==> src/rtl/bsm_pkg.sv <==
package bsm_pkg;

  // Item kind carried on the input tuser
  typedef enum logic [1:0] {
    MODE_WRITE = 2'd0,
    MODE_TICK  = 2'd1,
    MODE_PRG   = 2'd2,
    MODE_CHR   = 2'd3
  } mode_e;

  // Register decode: {addr[14:13], addr[0]} for addresses with bit 15 set
  typedef enum logic [2:0] {
    REG_BANK_SEL   = 3'b000,  // 0x8000
    REG_BANK_DATA  = 3'b001,  // 0x8001
    REG_MIRROR     = 3'b010,  // 0xA000
    REG_RAM_PROT   = 3'b011,  // 0xA001
    REG_IRQ_LATCH  = 3'b100,  // 0xC000
    REG_IRQ_RELOAD = 3'b101,  // 0xC001
    REG_IRQ_DIS    = 3'b110,  // 0xE000
    REG_IRQ_EN     = 3'b111   // 0xE001
  } reg_e;

  localparam int unsigned NumBanks = 8;

  localparam logic [7:0] PrgFixed2nd = 8'h3E;
  localparam logic [7:0] PrgFixedLast = 8'h3F;
  localparam logic [7:0] PrgMask = 8'h3F;

  // Bank register contents after reset, entry 0 in the low byte
  localparam logic [NumBanks-1:0][7:0] BankRegsReset = {
    8'd1, 8'd0, 8'd7, 8'd6, 8'd5, 8'd4, 8'd2, 8'd0
  };

  typedef struct packed {
    logic [7:0]                 sel;   // bank select register
    logic [NumBanks-1:0][7:0]   regs;  // R0..R7
  } bank_state_t;

  typedef struct packed {
    logic mirror;
    logic irq;
  } status_t;

endpackage

==> src/rtl/bsm_core.sv <==
module bsm_core
  import bsm_pkg::*;
(
  input  logic        clk_i,
  input  logic        rst_ni,
  input  logic        en_i,
  input  mode_e       mode_i,
  input  logic [15:0] cpu_addr_i,
  input  logic [7:0]  write_data_i,
  output bank_state_t bank_state_o,
  output status_t     status_o       // values after this transaction
);

  logic [7:0]               bank_sel_q, bank_sel_d;
  logic [NumBanks-1:0][7:0] bank_regs_q, bank_regs_d;
  logic                     mirror_q, mirror_d;
  logic [7:0]               ram_prot_q, ram_prot_d;
  logic [7:0]               reload_q, reload_d;
  logic [8:0]               counter_q, counter_d;
  logic                     irq_en_q, irq_en_d;
  logic                     pending_q, pending_d;
  logic                     direct_q, direct_d;
  logic                     latched_q, latched_d;
  logic [8:0]               counter_dec;
  reg_e                     reg_sel;

  assign reg_sel     = reg_e'({cpu_addr_i[14:13], cpu_addr_i[0]});
  assign counter_dec = counter_q - 9'd1;

  always_comb begin
    bank_sel_d  = bank_sel_q;
    bank_regs_d = bank_regs_q;
    mirror_d    = mirror_q;
    ram_prot_d  = ram_prot_q;
    reload_d    = reload_q;
    counter_d   = counter_q;
    irq_en_d    = irq_en_q;
    pending_d   = pending_q;
    direct_d    = direct_q;
    latched_d   = latched_q;
    if (en_i) begin
      case (mode_i)
        MODE_WRITE: begin
          if (cpu_addr_i[15]) begin
            unique case (reg_sel)
              REG_BANK_SEL:  bank_sel_d = write_data_i;
              REG_BANK_DATA: bank_regs_d[bank_sel_q[2:0]] = write_data_i;
              REG_MIRROR:    mirror_d = write_data_i[0];
              REG_RAM_PROT:  ram_prot_d = write_data_i;
              REG_IRQ_LATCH: begin
                reload_d = write_data_i;
                if (direct_q) begin
                  counter_d = {1'b0, write_data_i};
                  latched_d = 1'b0;
                end else begin
                  latched_d = 1'b1;
                end
              end
              REG_IRQ_RELOAD: counter_d = {1'b0, reload_q};
              REG_IRQ_DIS: begin
                irq_en_d  = 1'b0;
                pending_d = 1'b0;
                direct_d  = 1'b1;
              end
              REG_IRQ_EN: begin
                irq_en_d = 1'b1;
                if (latched_q) begin
                  counter_d = {1'b0, reload_q};
                end
              end
              default: ;
            endcase
          end
        end
        MODE_TICK: begin
          direct_d = 1'b0;
          // counter parks at -1
          if (!counter_q[8]) begin
            counter_d = counter_dec;
            if (counter_dec[8] && irq_en_q) begin
              pending_d = 1'b1;
            end
          end
        end
        default: ;
      endcase
    end
  end

  always_ff @(posedge clk_i or negedge rst_ni) begin
    if (!rst_ni) begin
      bank_sel_q  <= '0;
      bank_regs_q <= BankRegsReset;
      mirror_q    <= 1'b0;
      ram_prot_q  <= '0;
      reload_q    <= '0;
      counter_q   <= '0;
      irq_en_q    <= 1'b0;
      pending_q   <= 1'b0;
      direct_q    <= 1'b0;
      latched_q   <= 1'b0;
    end else begin
      bank_sel_q  <= bank_sel_d;
      bank_regs_q <= bank_regs_d;
      mirror_q    <= mirror_d;
      ram_prot_q  <= ram_prot_d;
      reload_q    <= reload_d;
      counter_q   <= counter_d;
      irq_en_q    <= irq_en_d;
      pending_q   <= pending_d;
      direct_q    <= direct_d;
      latched_q   <= latched_d;
    end
  end

  assign bank_state_o.sel  = bank_sel_q;
  assign bank_state_o.regs = bank_regs_q;
  assign status_o.mirror   = mirror_d;
  assign status_o.irq      = pending_d;

endmodule

==> src/rtl/bsm_xlate.sv <==
module bsm_xlate
  import bsm_pkg::*;
(
  input  mode_e       mode_i,
  input  logic [15:0] cpu_addr_i,
  input  logic [12:0] ppu_addr_i,
  input  bank_state_t bank_state_i,
  output logic [7:0]  bank_o
);

  logic [7:0] prg_bank;
  logic [7:0] chr_bank;
  logic [2:0] chr_slot;
  logic       prg_swap;

  assign prg_swap = bank_state_i.sel[6];
  assign chr_slot = ppu_addr_i[12:10] ^ {bank_state_i.sel[7], 2'b00};

  always_comb begin
    prg_bank = '0;
    if (cpu_addr_i[15]) begin
      case (cpu_addr_i[14:13])
        2'd0:    prg_bank = prg_swap ? PrgFixed2nd : bank_state_i.regs[6];
        2'd1:    prg_bank = bank_state_i.regs[7];
        2'd2:    prg_bank = prg_swap ? bank_state_i.regs[6] : PrgFixed2nd;
        default: prg_bank = PrgFixedLast;
      endcase
      prg_bank = prg_bank & PrgMask;
    end
  end

  // 2K pairs in the low half, 1K banks in the high half
  always_comb begin
    case (chr_slot)
      3'd0:    chr_bank = {bank_state_i.regs[0][7:1], 1'b0};
      3'd1:    chr_bank = {bank_state_i.regs[0][7:1], 1'b1};
      3'd2:    chr_bank = {bank_state_i.regs[1][7:1], 1'b0};
      3'd3:    chr_bank = {bank_state_i.regs[1][7:1], 1'b1};
      3'd4:    chr_bank = bank_state_i.regs[2];
      3'd5:    chr_bank = bank_state_i.regs[3];
      3'd6:    chr_bank = bank_state_i.regs[4];
      default: chr_bank = bank_state_i.regs[5];
    endcase
  end

  always_comb begin
    case (mode_i)
      MODE_PRG: bank_o = prg_bank;
      MODE_CHR: bank_o = chr_bank;
      default:  bank_o = '0;
    endcase
  end

endmodule

==> src/rtl/bank_switch_mapper_with_scanline_irq.sv <==
// Channel   Dir  Handshake                      Payload
// s_axis    in   s_axis_tvalid / s_axis_tready  tuser: mode; tdata: cpu_addr, write_data,
//                                               ppu_addr
// m_axis    out  m_axis_tvalid / m_axis_tready  tdata: bank, mirroring, irq_line
//
// One transaction per cycle sustained while the output is not stalled; an accepted
// item sits in the input register, then its result moves to the output register,
// where it is ready to be taken. Each item sees all earlier writes and ticks.
// Reset (async, active low) restores the power-up bank table and clears IRQ
// state. A stalled output holds the pipe; the input register still fills, so
// one item waits behind one pending result.
module bank_switch_mapper_with_scanline_irq
  import bsm_pkg::*;
(
  input  logic        clk_i,
  input  logic        rst_ni,
  input  logic        s_axis_tvalid,
  output logic        s_axis_tready,
  input  logic [39:0] s_axis_tdata,   // [15:0] cpu_addr, [23:16] write_data,
                                      // [36:24] ppu_addr, [39:37] zero
  input  logic [1:0]  s_axis_tuser,   // [1:0] mode
  output logic        m_axis_tvalid,
  input  logic        m_axis_tready,
  output logic [15:0] m_axis_tdata    // [7:0] bank, [8] mirroring, [9] irq_line,
                                      // [15:10] zero
);

  // Input register
  logic        in_valid_q, in_valid_d;
  mode_e       mode_q;
  logic [15:0] cpu_addr_q;
  logic [7:0]  write_data_q;
  logic [12:0] ppu_addr_q;

  // Result register
  logic        out_valid_q, out_valid_d;
  logic [7:0]  bank_q;
  logic        mirror_q;
  logic        irq_q;

  logic        advance;   // output slot free this cycle
  logic        fire;      // item in input register is processed
  logic        in_load;

  bank_state_t bank_state;
  status_t     status;
  logic [7:0]  bank;

  assign advance       = !out_valid_q || m_axis_tready;
  assign fire          = in_valid_q && advance;
  assign s_axis_tready = !in_valid_q || advance;
  assign in_load       = s_axis_tvalid && s_axis_tready;

  assign in_valid_d  = s_axis_tready ? s_axis_tvalid : in_valid_q;
  assign out_valid_d = advance ? in_valid_q : out_valid_q;

  always_ff @(posedge clk_i or negedge rst_ni) begin
    if (!rst_ni) begin
      in_valid_q  <= 1'b0;
      out_valid_q <= 1'b0;
    end else begin
      in_valid_q  <= in_valid_d;
      out_valid_q <= out_valid_d;
    end
  end

  always_ff @(posedge clk_i) begin
    if (in_load) begin
      mode_q       <= mode_e'(s_axis_tuser);
      cpu_addr_q   <= s_axis_tdata[15:0];
      write_data_q <= s_axis_tdata[23:16];
      ppu_addr_q   <= s_axis_tdata[36:24];
    end
  end

  // Mapper state: register writes and scanline ticks
  bsm_core u_core (
    .clk_i        (clk_i),
    .rst_ni       (rst_ni),
    .en_i         (fire),
    .mode_i       (mode_q),
    .cpu_addr_i   (cpu_addr_q),
    .write_data_i (write_data_q),
    .bank_state_o (bank_state),
    .status_o     (status)
  );

  // Program / pattern address translation off the current bank state
  bsm_xlate u_xlate (
    .mode_i       (mode_q),
    .cpu_addr_i   (cpu_addr_q),
    .ppu_addr_i   (ppu_addr_q),
    .bank_state_i (bank_state),
    .bank_o       (bank)
  );

  always_ff @(posedge clk_i) begin
    if (fire) begin
      bank_q   <= bank;
      mirror_q <= status.mirror;
      irq_q    <= status.irq;
    end
  end

  assign m_axis_tvalid = out_valid_q;
  assign m_axis_tdata  = {6'b0, irq_q, mirror_q, bank_q};

endmodule

==> config.mk <==
export PLATFORM = sky130hd
export DESIGN_NAME = bank_switch_mapper_with_scanline_irq
export DESIGN_NICKNAME = d
export VERILOG_FILES = /design/src/rtl/bsm_pkg.sv /design/src/rtl/bsm_core.sv /design/src/rtl/bsm_xlate.sv /design/src/rtl/bank_switch_mapper_with_scanline_irq.sv
export SDC_FILE = /design/constraint.sdc
export NUM_CORES = 1
export LEC_CHECK = 0
export ABC_AREA = 1
export BUFFER_PORTS_ARGS = -buffer_cell sky130_fd_sc_hd__buf_2
export CAP_MARGIN = 15
export CORE_MARGIN = 2
export CORE_UTILIZATION = 45
export CTS_CLUSTER_DIAMETER = 40
export CTS_CLUSTER_SIZE = 24
export DETAILED_ROUTE_END_ITERATION = 6
export SLEW_MARGIN = 15
export SYNTH_ARGS = -nofsm -noshare
export SYNTH_HDL_FRONTEND = slang
export SYNTH_SLANG_ARGS = --single-unit
==> constraint.sdc <==
create_clock -name clk_i -period 3.46 [get_ports clk_i]
set_input_delay 0.692 -clock clk_i [delete_from_list [all_inputs] [get_ports clk_i]]
set_output_delay 0.692 -clock clk_i [all_outputs]
set_load 0.05 [all_outputs]
; After elaboration in Yosys (flattened, before gate mapping)
; Cells that the tools add are included.
[word_totals]
reg_bits = 145
latchBits = 0
wordCells = 104
ram_bits = 0
mem_count = 0
mem_bits_ro = 0
input_bits = 46
out_inout_bits = 18
[classes]
shifts = 0
mux = 30
eq_ne = 23
n_mul = 0
bitwise_logic = 1
order_cmp = 2
reduce_logical = 21
add_sub_neg = 1
div = 0
[op_table]
columns = cell, n
row1 = 64-bit bitwise mux, 1
row2 = 8-bit case mux with 7 select lines, 1
row3 = 9-bit 2-to-1 mux, 4
row4 = 9-bit case mux with 3 select lines, 1
row5 = 8-bit demux with 3-bit select, 1
row6 = 3-bit equality test (second input constant), 7
row7 = 4-bit AND reduction, 5
row8 = 6-bit 2-to-1 mux, 3
row9 = 6-bit case mux with 3 select lines, 1
row10 = 9-bit case mux with 2 select lines, 1
row11 = 8-bit case mux with 2 select lines, 1
row12 = 1-bit 2-to-1 mux, 12
row13 = 3-bit by 2-bit equality test with 1-bit output (second input constant), 3
row14 = 9-bit by 1-bit subtractor with 9-bit output (second input constant), 1
row15 = 8-bit 2-to-1 mux, 1
row16 = 7-bit AND reduction, 1
row17 = 2-bit equality test (second input constant), 3
row18 = 3-bit by 1-bit equality test with 1-bit output (second input constant), 2
row19 = 3-bit logical NOT, 2
row20 = 2-bit inequality test (second input constant), 3
row21 = 3-bit by 2-bit inequality test with 1-bit output (second input constant), 2
row22 = 1-bit case mux with 2 select lines, 3
row23 = 6-bit AND reduction, 1
row24 = 2-bit by 1-bit equality test with 1-bit output (second input constant), 2
row25 = other kinds (9), 16

; Longest topological paths before layout
[depth]
word_depth = 6
depth_mapped = 11

; Modules after synthesis
; From an unflattened synthesis, not the netlist that was laid out.
[unflattened]
hier_cells = 749
hier_area_um2 = 6722.7
[modules_own_cells]
columns = module, cells_per_inst, instances, area_each_um2
row1 = bsm_core, 506, 1, 4284.1
row2 = bank_switch_mapper_with_scanline_irq, 70, 1, 1630.3
row3 = bsm_xlate, 173, 1, 808.3

; Worst setup path after synthesis
; No wires, ideal clock.
[synth_path]
kind = in2reg
from = input port m_axis_tready
to = register cpu_addr_q[0], enable pin
n_path_buf = 0
required_time_ns = 3.091
stages = 4
arrival_ns = 1.638
setup_time_ns = 0.369
path_slack_ns = 1.453
cell_sequence = inv_1 > nand3_1 > nand2_1 > inv_1
[synth_via]
elab_chain_len = 3
[synth_rtl]
columns = item, line
row1 = from (decl), bank_switch_mapper_with_scanline_irq.sv:23  ; input logic m_axis_tready,
row2 = 1-bit logical OR, bank_switch_mapper_with_scanline_irq.sv:49  ; assign advance = !out_valid_q || m_axis_tready;
row3 = 1-bit logical OR, bank_switch_mapper_with_scanline_irq.sv:51  ; assign s_axis_tready = !in_valid_q || advance;
row4 = net s_axis_tready, bank_switch_mapper_with_scanline_irq.sv:18  ; output logic s_axis_tready,
row5 = 1-bit logical AND, bank_switch_mapper_with_scanline_irq.sv:52  ; assign in_load = s_axis_tvalid && s_axis_tready;
row6 = net in_load, bank_switch_mapper_with_scanline_irq.sv:43  ; logic in_load;
row7 = to (signal assigned), bank_switch_mapper_with_scanline_irq.sv:70  ; cpu_addr_q <= s_axis_tdata[15:0];
row8 = to (decl), bank_switch_mapper_with_scanline_irq.sv:31  ; logic [15:0] cpu_addr_q;
; The timed path passes the listed nets, and every way through them passes these cells.
; A chain may end at the register's enable or synchronous reset.

; Worst setup path in the final report
[layout_path]
from = register ppu_addr_q[11]
to = register bank_q[0] (data pin)
[layout_via]
elab_chain_len = 4
elab_cells_between_ends = 10
classes_between = 6 x eq/ne / 2 x mux / 1 x bitwise / 1 x reduce/logical
[layout_rtl]
columns = item, line
row1 = from (decl), bank_switch_mapper_with_scanline_irq.sv:33  ; logic [12:0] ppu_addr_q;
row2 = from (signal assigned), bank_switch_mapper_with_scanline_irq.sv:72  ; ppu_addr_q <= s_axis_tdata[36:24];
row3 = 3-bit XOR (*), bsm_xlate.sv:17  ; assign chr_slot = ppu_addr_i[12:10] ^ {bank_state_i.sel[7], 2'b00};
row4 = "3-bit equality test, or another cell as far along", bsm_xlate.sv:34  ; case (chr_slot)
row5 = 8-bit case mux with 7 select lines (*), bsm_xlate.sv:34
row6 = 8-bit case mux with 2 select lines (*), bsm_xlate.sv:47  ; case (mode_i)
row7 = to (signal assigned), bank_switch_mapper_with_scanline_irq.sv:99  ; bank_q <= bank;
row8 = to (decl), bank_switch_mapper_with_scanline_irq.sv:37  ; logic [7:0] bank_q;
; Every way passes the cells marked *; elsewhere a longest branch is shown, timed or not.

==> results.yml <==
run_status:
  status: "finished, final reports clean"
layout:
  final_cells: 810
  diodes: 0
  multi_input_area_mm2: 0.00213
  syn2layout_area_growth_pct: 14.3
  regArea_mm2: 0.00300
  fin_nets: 698
  final_common_cell: "nand2_1"
  drive_gt1_frac: 0.152
  fill_cells: 1110
  finalCoreUtilization: 0.525
  final_cell_mix: "164 x nand2_1, 77 x dfrtp_1, 67 x nand3_1"
critical_path:
  required_ns: 3.68
  cp_slowest_cell: "edfxtp_1"
  startpoint_type: "register"
  critPathArrivalTime_ns: 2.38
  crit_type: "reg -> reg"
  crit_top_cell: "nor2_1"
  cpPeakStageDelay_ns: 0.66
  end_kind: "register"
  worstPathMaxFanout: 16
  cp_cell_sequence: "inv_1, nor2_1, nand3_1, nand2_1, nor2_1, o21ai_0"
  r2r_slack_ns: 1.30
logic_synthesis:
  synthArstFlopShare: 0.763
  ys.flop_type: "dfrtp_1"
  seq_area_frac_synth: 0.546
  synth_edf_count: 27
  ys_types: 32
  netlist_area_mm2: 0.00549
  ys_ff_latch: 114
  ys_warn_count: 0
  synth_cells: 619
  synth.avg_cell_area_um2: 8.87
clock_tree:
  postCtsSetupRepairBufs: 0
  clock-sinks: 114
  htreeDepth: 4
  cts_made_buffers: 17
  clk_pin_slew_ns: 0.05
  cts.path.max_buffers: 2
  cts_resized: 0
  holdBufCountCts: 0
  cts_tree: "built"
  clk_latency_ns: 0.41
  cts_root_buffer: "clkbuf_16"
routing:
  wl_per_cell_um: 15.7
  first_iter_violations: 350
  num_vias: 4331
  routed_wirelength_um: 12700
  firstDrtPassIters: 7
  ant_nets: 0
  via_per_inst: 5.35
  drc: 0
sta:
  setup-tns-final_ns: 0
  fin_crit_ns: 2.16
  hold_viol: 0
  finalWorstSetupSlack_ns: 1.30
  min_period_over_period: 0.623
  skew_ns: 0.00615
  rsz0062_at_grt: "false"
  finalSetupViolations: 0
  slew_headroom: 0.476
  drv_slew: 0
  max_freq_ghz: 0.464
  worst_pin_slew_ns: 0.786
global_route:
  antenna_found_initial: 0
  grtUsageTotal: 0.216
  first_global_vias: 4132
  gr-total-overflow: 0
  grt_max_degree: 61
  grt_pass1_wl_um: 21300
power:
  p_leak_nw: 2.90
  p_per_area_mw_per_mm2: 648
  power.total_mw: 4.07
  vdd_ir_drop_max_mv: 0.366
job:
  cap_violations: 0
die:
  design.core.area_mm2: 0.0120
  die_area_mm2: 0.0131
  die_w_um: 114
  ios: 64
  die_h_um: 114
  initial_utilization: 0.459
  num_rows: 40
place:
  dp.cells: 778
  dp_slack_ns: 1.22
  gp_congestion: 0.864
  dp_hpwl_um: 8580
  port_buffers: 32
worst_hold_path:
  hp-class: "in -> async"
==> flip-flops by register name, summed over array words and instances (netlist names), 2 cells and up <==
name	cells
bank_q	8
cpu_addr_q	4
mode_q	2
ppu_addr_q	3
u_core.bank_sel_q	5
u_core.bank_state_o	58
u_core.counter_q	9
u_core.reload_q	8
write_data_q	8
==> Yosys cell counts (4+ instances only) <==
master / count / area [um2]
nand4_1: 4 / 25.0
dfstp_2: 10 / 263
o21bai_1: 6 / 45.0
buf_6: 7 / 78.8
inv_2: 4 / 15.0
o21ai_2: 8 / 70.1
inv_1: 41 / 154
o21ai_0: 64 / 320
buf_4: 9 / 67.6
nor2_1: 45 / 169
nand2_1: 164 / 616
o21ai_1: 39 / 195
dfrtp_1: 77 / 1930
o211ai_1: 7 / 52.6
nand3_1: 67 / 335
edfxtp_1: 27 / 811
or2_2: 5 / 31.3
nand3_4: 6 / 105
clkbuf_1: 9 / 33.8
==> area by class of cell <==
| class | instances | share of cell area |
|---|---|---|
| Sequential cell | 114 | 0.478 |
| Clock inverter | 12 | 0.0261 |
| Tap cell | 147 | 0.0293 |
| Multi-Input combinational cell | 436 | 0.339 |
| Clock buffer | 20 | 0.0696 |
| Inverter | 45 | 0.0269 |
| Timing Repair Buffer | 36 | 0.0307 |
==> path summary, 6_finish.rpt <==
kind / from / end / cells after the start
worst max-delay path: ppu_addr_q[11] / bank_q[0] / 6
worst min register to register: u_core.bank_state_o[18] / u_core.bank_state_o[18] / 2
worst max register to register: ppu_addr_q[11] / bank_q[0] / 6
min in group clk_i: s_axis_tdata[22] / write_data_q[6] / 1
worst min-delay path: rst_ni / u_core.counter_q[5] / 1
max in group asynchronous: rst_ni / u_core.bank_state_o[33] / 2
==> power breakdown <==
group	internal, mW	total (mW)	switching, mW
logic	0.186	0.647	0.461
registers	1.53	1.64	0.112
clock network	1.19	1.78	0.590
==> per-stage QoR <==
step           cell area, um2  hold slack (ns)
5_1_grt                  6280            0.406
6_report                 6280            0.355
4_1_cts                  6280            0.380
3_3_place_gp             5680            0.464
2_1_floorplan            5510            0.396
3_5_place_dp             5680            0.467
==> cells by family (layout without fill, tap and decap cells) <==
group | count (synthesis) | in the layout | synth area share
AND/OR/NAND/NOR | 299 | 299 | 0.249
buffers and inverters | 74 | 113 | 0.0690
adder cells (fa/ha/maj) | 2 | 2 | 0.00456
AO/OA/AOI/OAI | 128 | 128 | 0.128
XOR/XNOR | 1 | 1 | 0.00160
flip-flops | 114 | 114 | 0.546
other | 1 | 6 | 0.000683
==> layer usage <==
layer,track usage,part of all wire,vias up
li1,-,-,2123
met1,0.295,0.47,2080
met2,0.331,0.47,110
met3,0.0588,0.043,18
met4,0.0764,0.018,0
met5,0,0,-
==> critical path, delay by kind of cell (launching register included) <==
| kind | cells | cell delay [ns] |
|---|---|---|
| flip-flops | 1 | 0.66 |
| AND/OR/NAND/NOR | 4 | 0.80 |
| AO/OA/AOI/OAI | 1 | 0.23 |
| buffers and inverters | 1 | 0.27 |
No activity file was read; power rests on OpenSTA's default activity.
